==> src/hw/rtl/ps2dl_pkg.sv <==
// Shared types and constants for the PS/2 device link transceiver.
package ps2dl_pkg;

  // Frame bit positions, counted down from the first data bit
  localparam logic [4:0] POS_DATA0  = 5'd10;
  localparam logic [4:0] POS_PARITY = 5'd2;
  localparam logic [4:0] POS_STOP   = 5'd1;
  localparam logic [4:0] POS_ACK    = 5'd0;

  // Reset value of the enable register
  localparam logic DEVICE_ENABLED_RST = 1'b1;

  // Request action codes
  typedef enum logic [1:0] {
    ACT_TICK = 2'd0,
    ACT_LINE = 2'd1,
    ACT_SEND = 2'd2,
    ACT_NONE = 2'd3
  } action_e;

  // One input request
  typedef struct packed {
    logic [1:0] action;
    logic       clk_line;
    logic       data_line;
    logic [7:0] send_byte;
  } in_item_t;

  // One result
  typedef struct packed {
    logic       clk_drive_low;
    logic       data_drive_low;
    logic       rx_valid;
    logic [7:0] rx_byte;
    logic       rx_parity_bit;
    logic       send_accepted;
    logic       tx_done;
    logic       tx_aborted;
    logic       busy_res;
  } out_item_t;

  // Frame status from the core
  typedef struct packed {
    logic sending;
    logic receiving;
  } core_status_t;

endpackage

==> src/hw/rtl/ps2dl_core.sv <==
// Link state and per-request next-state logic of the PS/2 device transceiver.
module ps2dl_core
  import ps2dl_pkg::*;
(
  input  logic         clk_i,
  input  logic         rst_ni,
  input  logic         accept_i,
  input  logic         device_enabled_i,
  input  in_item_t     item_i,
  output out_item_t    result_o,
  output core_status_t status_o
);

  logic       clock_released_q, clock_released_d;
  logic [4:0] bit_position_q, bit_position_d;
  logic       receiving_q, receiving_d;
  logic       sending_q, sending_d;
  logic       host_req_q, host_req_d;
  logic [7:0] rx_shift_q, rx_shift_d;
  logic       rx_parity_q, rx_parity_d;
  logic [7:0] tx_shift_q, tx_shift_d;
  logic       tx_parity_q, tx_parity_d;
  logic       data_low_q, data_low_d;

  logic       past_end;
  logic       rx_valid, accepted, done, aborted;
  logic [7:0] rx_b;
  logic       rx_p;
  logic [3:0] rx_pos;

  assign past_end = bit_position_q[4];
  // Data bit index of the bit being sampled: first data bit at position ten
  assign rx_pos   = POS_DATA0[3:0] - bit_position_q[3:0];

  // Next state for one request
  always_comb begin
    clock_released_d = clock_released_q;
    bit_position_d   = bit_position_q;
    receiving_d      = receiving_q;
    sending_d        = sending_q;
    host_req_d       = host_req_q;
    rx_shift_d       = rx_shift_q;
    rx_parity_d      = rx_parity_q;
    tx_shift_d       = tx_shift_q;
    tx_parity_d      = tx_parity_q;
    data_low_d       = data_low_q;
    rx_valid         = 1'b0;
    rx_b             = 8'd0;
    rx_p             = 1'b0;
    accepted         = 1'b0;
    done             = 1'b0;
    aborted          = 1'b0;

    case (action_e'(item_i.action))
      ACT_TICK: begin
        if (sending_q || receiving_q) begin
          if (clock_released_q) begin
            if (!item_i.clk_line) begin
              // host holds the clock low: drop the frame
              aborted          = sending_q;
              clock_released_d = 1'b1;
              data_low_d       = 1'b0;
              sending_d        = 1'b0;
              receiving_d      = 1'b0;
              host_req_d       = 1'b0;
            end else if (receiving_q) begin
              if (bit_position_q == POS_ACK) begin
                data_low_d = 1'b1;
              end
              if (past_end) begin
                host_req_d       = 1'b0;
                clock_released_d = 1'b1;
                data_low_d       = 1'b0;
                receiving_d      = 1'b0;
                sending_d        = 1'b0;
                rx_valid         = 1'b1;
                rx_b             = rx_shift_q;
                rx_p             = rx_parity_q;
              end else begin
                clock_released_d = 1'b0;
              end
            end else begin
              if (past_end) begin
                clock_released_d = 1'b1;
                data_low_d       = 1'b0;
                sending_d        = 1'b0;
                receiving_d      = 1'b0;
                done             = 1'b1;
              end else begin
                clock_released_d = 1'b0;
              end
            end
          end else begin
            // rising clock: sample or shift one bit
            clock_released_d = 1'b1;
            if (receiving_q) begin
              if (bit_position_q == POS_DATA0) begin
                rx_shift_d = {7'd0, item_i.data_line};
              end else if (bit_position_q > POS_PARITY &&
                           bit_position_q < POS_DATA0) begin
                rx_shift_d = rx_shift_q | (8'(item_i.data_line) << rx_pos);
              end else if (bit_position_q == POS_PARITY) begin
                rx_parity_d = item_i.data_line;
              end
            end else begin
              if (bit_position_q > POS_PARITY &&
                  bit_position_q <= POS_DATA0) begin
                data_low_d = ~tx_shift_q[0];
                tx_shift_d = tx_shift_q >> 1;
              end else if (bit_position_q == POS_PARITY) begin
                data_low_d = tx_parity_q;
              end else if (bit_position_q == POS_STOP) begin
                data_low_d = 1'b0;
              end
            end
            bit_position_d = bit_position_q - 5'd1;
          end
        end
      end
      ACT_LINE: begin
        if (!sending_q && !receiving_q) begin
          if (!item_i.clk_line && !item_i.data_line) begin
            host_req_d = 1'b1;
          end else if (item_i.clk_line && !item_i.data_line && host_req_q) begin
            // request-to-send completed: start reception
            clock_released_d = 1'b1;
            bit_position_d   = POS_DATA0;
            host_req_d       = 1'b0;
            receiving_d      = 1'b1;
          end else begin
            host_req_d = 1'b0;
          end
        end
      end
      ACT_SEND: begin
        if (item_i.send_byte != 8'd0 && device_enabled_i && !sending_q &&
            !receiving_q && item_i.clk_line) begin
          sending_d        = 1'b1;
          tx_shift_d       = item_i.send_byte;
          tx_parity_d      = ^item_i.send_byte;
          data_low_d       = 1'b1;
          clock_released_d = 1'b0;
          bit_position_d   = POS_DATA0;
          accepted         = 1'b1;
        end
      end
      default: begin
      end
    endcase
  end

  // Result of this request
  always_comb begin
    result_o.clk_drive_low  = ~clock_released_d;
    result_o.data_drive_low = data_low_d;
    result_o.rx_valid       = rx_valid;
    result_o.rx_byte        = rx_b;
    result_o.rx_parity_bit  = rx_p;
    result_o.send_accepted  = accepted;
    result_o.tx_done        = done;
    result_o.tx_aborted     = aborted;
    result_o.busy_res       = sending_d | receiving_d;
  end

  assign status_o.sending   = sending_q;
  assign status_o.receiving = receiving_q;

  // Link state registers
  always_ff @(posedge clk_i or negedge rst_ni) begin
    if (!rst_ni) begin
      clock_released_q <= 1'b1;
      bit_position_q   <= POS_ACK;
      receiving_q      <= 1'b0;
      sending_q        <= 1'b0;
      host_req_q       <= 1'b0;
      rx_shift_q       <= 8'd0;
      rx_parity_q      <= 1'b0;
      tx_shift_q       <= 8'd0;
      tx_parity_q      <= 1'b0;
      data_low_q       <= 1'b0;
    end else if (accept_i) begin
      clock_released_q <= clock_released_d;
      bit_position_q   <= bit_position_d;
      receiving_q      <= receiving_d;
      sending_q        <= sending_d;
      host_req_q       <= host_req_d;
      rx_shift_q       <= rx_shift_d;
      rx_parity_q      <= rx_parity_d;
      tx_shift_q       <= tx_shift_d;
      tx_parity_q      <= tx_parity_d;
      data_low_q       <= data_low_d;
    end
  end

endmodule

==> src/hw/rtl/ps2_device_link_transceiver_unit.sv <==
// PS/2 device link transceiver: one result for every request, one request per clock cycle
// while the input is not stalled. Each request (half-bit tick, line change event or send
// request) updates the link state and its result is registered. A two-entry output
// buffer (result register plus skid register) lets requests keep flowing while one result
// waits, so the input stalls only when both entries are full. device_enabled is written
// through the configuration port (always ready) and should be changed only while idle.
module ps2_device_link_transceiver_unit
  import ps2dl_pkg::*;
(
  input  logic      clk_i,
  input  logic      rst_ni,
  // configuration write
  input  logic      cfg_valid_i,
  output logic      cfg_ready_o,
  input  logic      cfg_data_i,
  // request channel
  input  logic      in_valid_i,
  output logic      in_stall_o,
  input  in_item_t  in_item_i,
  // result channel
  output logic      out_valid_o,
  input  logic      out_stall_i,
  output out_item_t out_item_o
);

  logic         device_enabled_q;
  logic         in_accept, out_take;
  out_item_t    result;
  core_status_t status;

  logic         out_valid_q, skid_valid_q;
  out_item_t    out_item_q, skid_item_q;

  assign cfg_ready_o = 1'b1;
  assign in_stall_o  = skid_valid_q;
  assign in_accept   = in_valid_i & ~skid_valid_q;
  assign out_take    = out_valid_q & ~out_stall_i;
  assign out_valid_o = out_valid_q;
  assign out_item_o  = out_item_q;

  // Enable register
  always_ff @(posedge clk_i or negedge rst_ni) begin
    if (!rst_ni) begin
      device_enabled_q <= DEVICE_ENABLED_RST;
    end else if (cfg_valid_i && cfg_ready_o) begin
      device_enabled_q <= cfg_data_i;
    end
  end

  ps2dl_core u_core (
    .clk_i            (clk_i),
    .rst_ni           (rst_ni),
    .accept_i         (in_accept),
    .device_enabled_i (device_enabled_q),
    .item_i           (in_item_i),
    .result_o         (result),
    .status_o         (status)
  );

  // Output buffer control
  always_ff @(posedge clk_i or negedge rst_ni) begin
    if (!rst_ni) begin
      out_valid_q  <= 1'b0;
      skid_valid_q <= 1'b0;
    end else if (skid_valid_q) begin
      if (out_take) begin
        skid_valid_q <= 1'b0;
      end
    end else if (in_accept) begin
      if (out_valid_q && !out_take) begin
        skid_valid_q <= 1'b1;
      end else begin
        out_valid_q <= 1'b1;
      end
    end else if (out_take) begin
      out_valid_q <= 1'b0;
    end
  end

  // Output buffer payload
  always_ff @(posedge clk_i) begin
    if (skid_valid_q) begin
      if (out_take) begin
        out_item_q <= skid_item_q;
      end
    end else if (in_accept) begin
      if (out_valid_q && !out_take) begin
        skid_item_q <= result;
      end else begin
        out_item_q <= result;
      end
    end
  end

  // Checks
  a_one_frame: assert property (@(posedge clk_i) disable iff (!rst_ni)
    !(status.sending && status.receiving))
    else $error("send and receive frames active together");

  a_skid_order: assert property (@(posedge clk_i) disable iff (!rst_ni)
    skid_valid_q |-> out_valid_q)
    else $error("skid entry held without a result in front");

  a_done_abort: assert property (@(posedge clk_i) disable iff (!rst_ni)
    out_valid_q |-> !(out_item_q.tx_done && out_item_q.tx_aborted))
    else $error("transfer both finished and aborted");

  a_accept_busy: assert property (@(posedge clk_i) disable iff (!rst_ni)
    (in_accept && result.send_accepted) |=> status.sending)
    else $error("accepted send did not start a frame");

endmodule

==> config.mk <==
export PLATFORM = sky130hd
export DESIGN_NAME = ps2_device_link_transceiver_unit
export DESIGN_NICKNAME = d
export VERILOG_FILES = /design/src/hw/rtl/ps2dl_pkg.sv /design/src/hw/rtl/ps2dl_core.sv /design/src/hw/rtl/ps2_device_link_transceiver_unit.sv
export SDC_FILE = /design/constraint.sdc
export NUM_CORES = 1
export LEC_CHECK = 0
export BUFFER_PORTS_ARGS = -buffer_cell sky130_fd_sc_hd__buf_2
export CAP_MARGIN = 15
export CORE_MARGIN = 2
export CORE_UTILIZATION = 40
export DETAILED_ROUTE_END_ITERATION = 8
export PLACE_DENSITY_LB_ADDON = 0.15
export SLEW_MARGIN = 20
export SYNTH_ARGS = -nofsm -noshare
export SYNTH_HDL_FRONTEND = slang
export SYNTH_SLANG_ARGS = --single-unit
==> constraint.sdc <==
create_clock -name clk_i -period 2.8 [get_ports clk_i]
set_input_delay 0.14 -clock clk_i [delete_from_list [all_inputs] [get_ports clk_i]]
set_output_delay 0.14 -clock clk_i [all_outputs]
set_load 0.005 [all_outputs]
* Yosys cells after proc, flatten, opt, wreduce, memory -nomap -nowiden
Cells that the tools add are included.
** Operators by class
- Shift operators :: 1
- Bitwise gates (word level) :: 11
- Multiplexer cells :: 99
- Equality and inequality tests :: 19
- Divide/modulo/power cells :: 0
- Multipliers :: 0
- Order comparisons :: 3
- $add $sub $neg :: 2
- Reduce and logical (&&, ||, !) cells :: 36
** Operators with widths (count)
- $mux 8 :: 13
- $mux 1 :: 69
- $mux 16 :: 4
- $mux 5 :: 6
- $pmux 8 s2 :: 1
- $reduce_and 8->1 :: 2
- $pmux 5 s3 :: 1
- $reduce_and 7->1 :: 2
- $ne 2x1->1 const B :: 6
- $ne 2x2->1 const B :: 6
- $reduce_and 3->1 :: 4
- $logic_and 1x1->1 :: 11
- $reduce_bool 2->1 :: 5
- $or 8x8->8 :: 1
- $pmux 1 s2 :: 4
- $reduce_bool 8->1 :: 1
- $reduce_xor 8->1 :: 1
- $shl 1x4->8 :: 1
- $not 1->1 :: 7
- $ne 3x2->1 const B :: 2
- $reduce_and 6->1 :: 1
- $eq 5x1->1 const B :: 1
- $eq 5x2->1 const B :: 1
- $eq 5x4->1 const B :: 1
- other kinds (15) :: 20
** Word-level totals
- Memory bits (read-only) :: 0
- Input port bits :: 18
- Bits in writable memories :: 0
- Output and inout port bits :: 19
- Bits in registers :: 63
- Latch bits :: 0
- Memories kept :: 0

* Depth between registers and ports, before layout
Gate-level depths: netlist (run 1).
- Depth in word-level cells :: 11
- Mapped depth :: 8

* Cells and area by module
From an unflattened synthesis (run 1), not the netlist that was laid out.
** Second synthesis, totals
- Cells, all modules :: 296
- Area, all modules :: 3442.1 sq um
** By module, submodules not included
- ps2dl_core :: seq. area each 701.9 sq um, area each 2057.0 sq um, instances 1, cells an instance 229
- ps2_device_link_transceiver_unit :: seq. area each 1037.2 sq um, area each 1385.1 sq um, instances 1, cells an instance 67

* Least setup slack after synthesis (run 1)
Ideal clock, no wire load.
- Path type :: register to register
- Start :: reg u_core.bit_position_q[0]
- End :: reg u_core.tx_shift_q[0]
- Required time :: 2.675 ns
- Buffers on the path :: 1
- Stages on the path, launching flop included :: 9
- Path slack :: 0.431 ns
- Clock period less this slack :: 2.369 ns
- Arrival time :: 2.244 ns
- Cell sequence :: dfrtp_1 > clkbuf_1 > inv_1 > ha_1 > nand2b_1 > a221oi_2 > a2bb2oi_1 > nor2_2 > mux2_2
** Between the ends
- Cells in the longest elaborated chain, start to end :: 4
** RTL lines
- start, declared :: RTL line ps2dl_core.sv:15 : logic [4:0] bit_position_q, bit_position_d;
- start signal, assigned :: RTL line ps2dl_core.sv:183 : bit_position_q <= bit_position_d;
- $gt 5x2->1 / $le 5x4->1 (equally long branches) :: RTL line ps2dl_core.sv:106, ps2dl_core.sv:107
- $logic_and 1x1->1 (*) :: RTL line ps2dl_core.sv:106 : if (bit_position_q > POS_PARITY &&
- $ne 2x1->1 (no source line) (*)
- $reduce_and 7->1 (no source line) (*)
- end signal, assigned :: RTL line ps2dl_core.sv:189 : tx_shift_q <= tx_shift_d;
- end, declared :: RTL line ps2dl_core.sv:21 : logic [7:0] tx_shift_q, tx_shift_d;
Mark *: on every way between the ends. The rest lies on a longest branch, timed or not.
A chain may end at the register's enable or synchronous reset.

* Worst setup path in the final report (run 1)
- Start :: reg u_core.bit_position_q[1]
- End :: reg u_core.tx_shift_q[1]
Same word-level chain as after synthesis.

==> results of run 1 <==
sequential cells by signal, summed over array words and instances, names as in the netlist, named ones only:
name / flops
u_core.bit_position_q: 5
u_core.sending_q: 1
u_core.data_low_q: 1
in_stall_o: 1
u_core.host_req_q: 1
u_core.tx_parity_q: 1
device_enabled_q: 1
skid_item_q: 16
u_core.receiving_q: 1
u_core.tx_shift_q: 8
u_core.rx_shift_q: 8
u_core.rx_parity_q: 1
out_item_o: 16
out_valid_o: 1
worst max-delay path, cell delays in order (launching register included):
cell	delay (ns)
dfrtp_1	0.45
ha_1	0.26
nand2b_1	0.16
a221oi_2	0.26
a2bb2oi_1	0.12
nor2_2	0.37
mux2_2	0.38
synth_stat cells (all sizes together) (2+ instances only):
master,count,area (um2)
nand3b,3,22.5
mux2,27,304
nor4,2,12.5
nor2,15,58.8
edfxtp,32,961
o32ai,2,17.5
nor3,10,50.1
nor2b,5,31.3
dfstp,2,52.6
xnor2,4,35.0
dfrtp,29,726
xor2,2,17.5
and2,9,56.3
or2,2,12.5
clkbuf,8,30.0
nand2b,2,20.0
a21oi,14,70.1
nand4,3,18.8
o21a,2,15.0
inv,21,78.8
a32o,4,40.0
o41ai,2,17.5
nand2,16,60.1
and3,2,12.5
nand3,6,30.0
mux2i,2,20.0
o31ai,4,30.0
buf,9,77.6
or3,2,12.5
a21o,4,30.0
ha,14,175
a22o,3,26.3
o21ai,13,65.1
power by group through the flow:
stage,registers (W),logic (W),clock network (W)
finish,0.00147,0.00113,0.000677
floorplan,0.00141,0.000868,0
global route,0.00151,0.00129,0.000738
detailed placement,0.00149,0.00114,0
CTS,0.00147,0.00115,0.000695
global placement,0.00148,0.00113,0
how the worst min path moves through the flow:
| stage | startpoint | endpoint | slack (ns) | cells after the start |
|---|---|---|---|---|
| floorplan | rst_ni | in_stall_o | -0.16 | 0 |
| global placement | rst_ni | u_core.tx_shift_q[5] | 0.25 | 1 |
| detailed placement | rst_ni | u_core.tx_shift_q[5] | 0.25 | 1 |
| CTS | cfg_data_i | device_enabled_q | 0.009 | 2 |
| global route | cfg_data_i | device_enabled_q | 0.02 | 2 |
| finish | cfg_data_i | device_enabled_q | 0.02 | 2 |
cells by family (layout without fill, tap and decap cells):
logic type,Yosys count,in the layout,share of synthesized area
multiplexers,29,29,0.0977
other,1,1,0.00113
flip-flops,63,63,0.525
AO/OA/AOI/OAI,59,59,0.124
buffers and inverters,38,78,0.0562
AND/OR/NAND/NOR,80,80,0.128
adder cells (fa/ha/maj),14,14,0.0528
XOR/XNOR,6,6,0.0158
stage by stage:
step	total power (W)	cells	util	hold WS, ns
after floorplan	0.00228	290	-	-0.156
after global placement	0.00262	418	0.437	0.245
after detailed placement	0.00263	418	0.437	0.249
after CTS	0.00331	435	0.458	0.00886
after global routing	0.00353	435	0.458	0.0191
final	0.00327	435	0.458	0.0229
metal layers:
metal	wire length [um]	global-route usage	up-vias	part of all wire
li1	-	-	1120	-
met1	3240	0.226	1041	0.51
met2	2810	0.239	41	0.44
met3	231	0.0379	11	0.036
met4	131	0.0845	0	0.020
met5	0	0	-	0
what timing repair did:
action,4_1_cts,5_1_grt
hold endpoints to repair,29,0
resized for setup,0,0
hold buffers,1,0
area by class of cell:
cell class / instances / area (um2)
fill: 776 / 4410
sequential: 63 / 1740
multi-input combinational: 189 / 1390
timing repair buffer: 41 / 223
tap: 105 / 131
clock buffer: 9 / 124
inverter: 21 / 78.8
clock inverter: 7 / 40.0
==> out/results.txt, run 1 <==
async set-reset flop share out of synthesis - 0.492
max_cap viols - 0
clock group share of total power - 0.207
Switch Pwr - 0.00115 W
Switching Share - 0.352
RSZ-0062 raised after global routing - no
Syn Std Cell Area - 3320 um2
commonest non-fill, non-tap cell in the layout - buf_2
P_leak - 1.61 nW
antenna fix cells - 0
Post-synth EDFFs - 32
initial antenna violation count - 0
post-place instance area - 3550 um2
I/O Pins - 37
WL/cell - 14.7 um
commonest register cell after synthesis - edfxtp_1
Die W - 95.0 um
Setup CP Type - reg2reg
CP endpoint - u_core.tx_shift_q[1]
Crit Path Max Fanout - 8
critical path endpoint category - flip-flop
Max Clock Skew - 0.00720 ns
crit path from - u_core.bit_position_q[1]
DRC - 0
Seq pwr share - 0.449
Std-Cell Rows - 33
Syn-to-layout area delta - 12.4%
hold violation total from the final report - 0
minimum clock period - 2.12 ns
WL final - 6420 um
largest net degree at the start of global routing - 32
RR Endpoint - u_core.tx_shift_q[1]
setup TNS - 0 ns
Max Root-Sink Buffers - 2
Mapped Cells - 290
Tot GR Track Use - 0.163
R2R setup slack - 0.68 ns
vias in the first global route - 2235
Root Driver - clkbuf_8
most frequent cells in the layout - buf_2 (35), edfxtp_1 (32), dfrtp_1 (29), mux2_2 (27), inv_1 (21)
Comb power frac - 0.344
Synth Net Count - 322
Seq/Total Area, Yosys - 0.525
worst slack at placement - 0.650 ns
CP arrival - 2.35 ns
first-pass GRT wire length - 11100 um
fin nets - 357
Initial Util - 0.408
Setup Viol. Count Final - 0
Worst Hold Class - in2reg
max-slew violation count - 0
Reg2Reg Depth - 6
f_max - 472 MHz
Die Y - 95.0 um
Yosys reg bits - 63
via count - 2213
cell-internal power - 0.00212 W
period utilization - 0.757
Critical Path RT - 3.03 ns
initial detailed-routing violation count - 154
post-route ant nets - 0
Finished Cell Area - 3730 um2
worst skew pair latency - 0.34 ns
Core ar. - 8130 um2
GPL Wtd Cong - 0.864
Worst R2R Start - u_core.bit_position_q[1]
TritonCTS buffer count - 9
number of setup buffers added after CTS - 0
GR Overflow Total - 0
Worst IR Drop VDD - 0.294 mV
Reg clk slew, reported paths - 0.07 ns
Syn. warnings - 0
outcome - completed
H-tree level count - 3
Least-Margin Pin Slew - 0.749 ns
Mean Syn Cell Area - 11.4 um2
die area - 9030 um2
TritonCTS clock tree - built
hpwl dp - 4590 um
Final WS setup - 0.680 ns
power density cells - 879 nW/um2
Port Buffer Count - 35
critical path startpoint category - flip-flop
layout cell share with drive strength beyond 1 - 0.267
clk sinks - 63
Vias/cell - 5.09
Synth cell types - 54
Slew Limit Headroom - 0.501
DRT Pass-1 Iters - 5
(Power assumes the default switching activity.)
==> run 2, diff against run 1 <==
==> constraint.sdc (replaced) <==
create_clock -name clk_i -period 1.9 [get_ports clk_i]
set_input_delay 0.095 -clock clk_i [delete_from_list [all_inputs] [get_ports clk_i]]
set_output_delay 0.095 -clock clk_i [all_outputs]
set_load 0.005 [all_outputs]
==> run 2 against run 1 <==
Net effect: the flow now finishes with violations (setup timing); flip-flop and latch count stayed put; critical path depth increased by 2; critical endpoint is now u_core.tx_shift_q[3]; clock power rose by 67%; first-iteration DRC count fell by 17%; total power rose by 66%.
==> out/results.txt, run 2 (synthesized netlist as in run 1, its figures left out) <==
period utilization - 1.00
commonest non-fill, non-tap cell in the layout - buf_2
DRT Pass-1 Iters - 4
WL final - 6640 um
TritonCTS buffer count - 9
post-route ant nets - 0
Critical Path RT - 2.12 ns
failing checks - setup timing
I/O Pins - 37
Worst IR Drop VDD - 0.628 mV
Port Buffer Count - 35
P_leak - 1.79 nW
max_cap viols - 0
Vias/cell - 5.10
hold violation total from the final report - 0
Crit Path Max Fanout - 8
critical path startpoint category - flip-flop
Core ar. - 8130 um2
RSZ-0062 raised after global routing - yes
power density cells - 1320 nW/um2
# fillers - 751
initial antenna violation count - 0
GR Overflow Total - 0
Reg clk slew, reported paths - 0.07 ns
largest net degree at the start of global routing - 32
most frequent cells in the layout - buf_2 (35), edfxtp_1 (32), buf_4 (31), dfrtp_1 (27), mux2_2 (20)
via count - 2365
DRC - 0
minimum clock period - 1.91 ns
Tot GR Track Use - 0.162
Root Driver - clkbuf_8
f_max - 525 MHz
Hold Slack - 0.0173 ns
worst skew pair latency - 0.34 ns
post-place instance area - 3820 um2
Final WS setup - -0.00533 ns
vias in the first global route - 2320
Max Clock Skew - 0.00769 ns
Setup CP Type - reg2reg
GPL Wtd Cong - 0.806
TritonCTS clock tree - built
Setup Viol. Count Final - 5
fin nets - 386
Die W - 95.0 um
die area - 9030 um2
Slew Limit Headroom - 0.525
CP arrival - 2.12 ns
Worst Hold Class - in2reg
hpwl dp - 4780 um
Placed Cells - 442
antenna fix cells - 0
initial detailed-routing violation count - 128
Die Y - 95.0 um
first-pass GRT wire length - 11200 um
Least-Margin Pin Slew - 0.713 ns
max-slew violation count - 0
H-tree level count - 3
setup TNS - -0.0184 ns
layout cell share with drive strength beyond 1 - 0.368
Std-Cell Rows - 33
clk sinks - 63
fin cells - 464
Max Root-Sink Buffers - 2
Finished Cell Area - 4120 um2
WL/cell - 14.3 um
Syn-to-layout area delta - 24.3%
Initial Util - 0.408
outcome - finished, violations left
critical path endpoint category - flip-flop
[run 2: cell types whose count changed in the layout (fill, tap and decap cells not counted), moves of 3 or more]
cell / delta
buf_4: +26
mux2_2: -7
mux2_4: +7
nor2_4: +3
[run 2: layout make-up]
type                    instances  area (um2)  area share
inverters                      21        83.8      0.0203
repair buffers                 70         459       0.111
clock buffers                  10         128      0.0310
flip-flops and latches         63        1740       0.422
multi-input cells             189        1520       0.368
well taps                     105         131      0.0319
clock inverters                 6        61.3      0.0149
[run 2: critical path, stage by stage, from the launching register on]
cell and delay [ns]:
dfrtp_2 0.43, inv_6 0.04, ha_4 0.15, nand2b_4 0.14
a221oi_4 0.36, a2bb2oi_2 0.12, nor2_4 0.12, buf_12 0.14
mux2_4 0.29
[run 2: report_power, final]
part / internal (W) / switching, W / leakage (nW)
sequential: 0.00189 / 0.000210 / 0.697
clock: 0.000601 / 0.000527 / 0.0960
combinational: 0.00107 / 0.00113 / 1.00
[run 2: metrics by stage]
step           utilization  total power (W)  setup slack [ns]
6_report             0.507          0.00543          -0.00533
3_5_place_dp         0.470          0.00422           -0.0433
3_3_place_gp         0.470          0.00419           -0.0457
2_1_floorplan            -          0.00355            -0.128
5_1_grt              0.507          0.00582            -0.119
4_1_cts              0.498          0.00541          -0.00175
[run 2: worst paths after layout]
kind	start	endpoint	slack (ns)	cells past startpoint
min in group asynchronous	rst_ni	u_core.tx_shift_q[4]	0.35	2
max in group asynchronous	rst_ni	u_core.bit_position_q[1]	1.06	2
min reg2reg	u_core.rx_shift_q[7]	u_core.rx_shift_q[7]	0.48	1
min	cfg_valid_i	device_enabled_q	0.02	2
max	u_core.bit_position_q[0]	u_core.tx_shift_q[3]	-0.005	8
max reg2reg	u_core.bit_position_q[0]	u_core.tx_shift_q[3]	-0.005	8
[run 2: repair_timing]
action | in CTS | in global routing
hold buffers | 2 | 0
pin swaps | 3 | 8
resized for setup | 1 | 15
setup buffers | 2 | 2
hold endpoints to repair | 30 | 0
setup endpoints to repair | 8 | 19
[run 2: layer usage]
metal	vias up	routed length, um	GRT usage
met1	1144	3170	0.223
met4	0	78	0.0616
met5	-	0	0
met3	8	229	0.0332
li1	1173	-	-
met2	40	3160	0.252
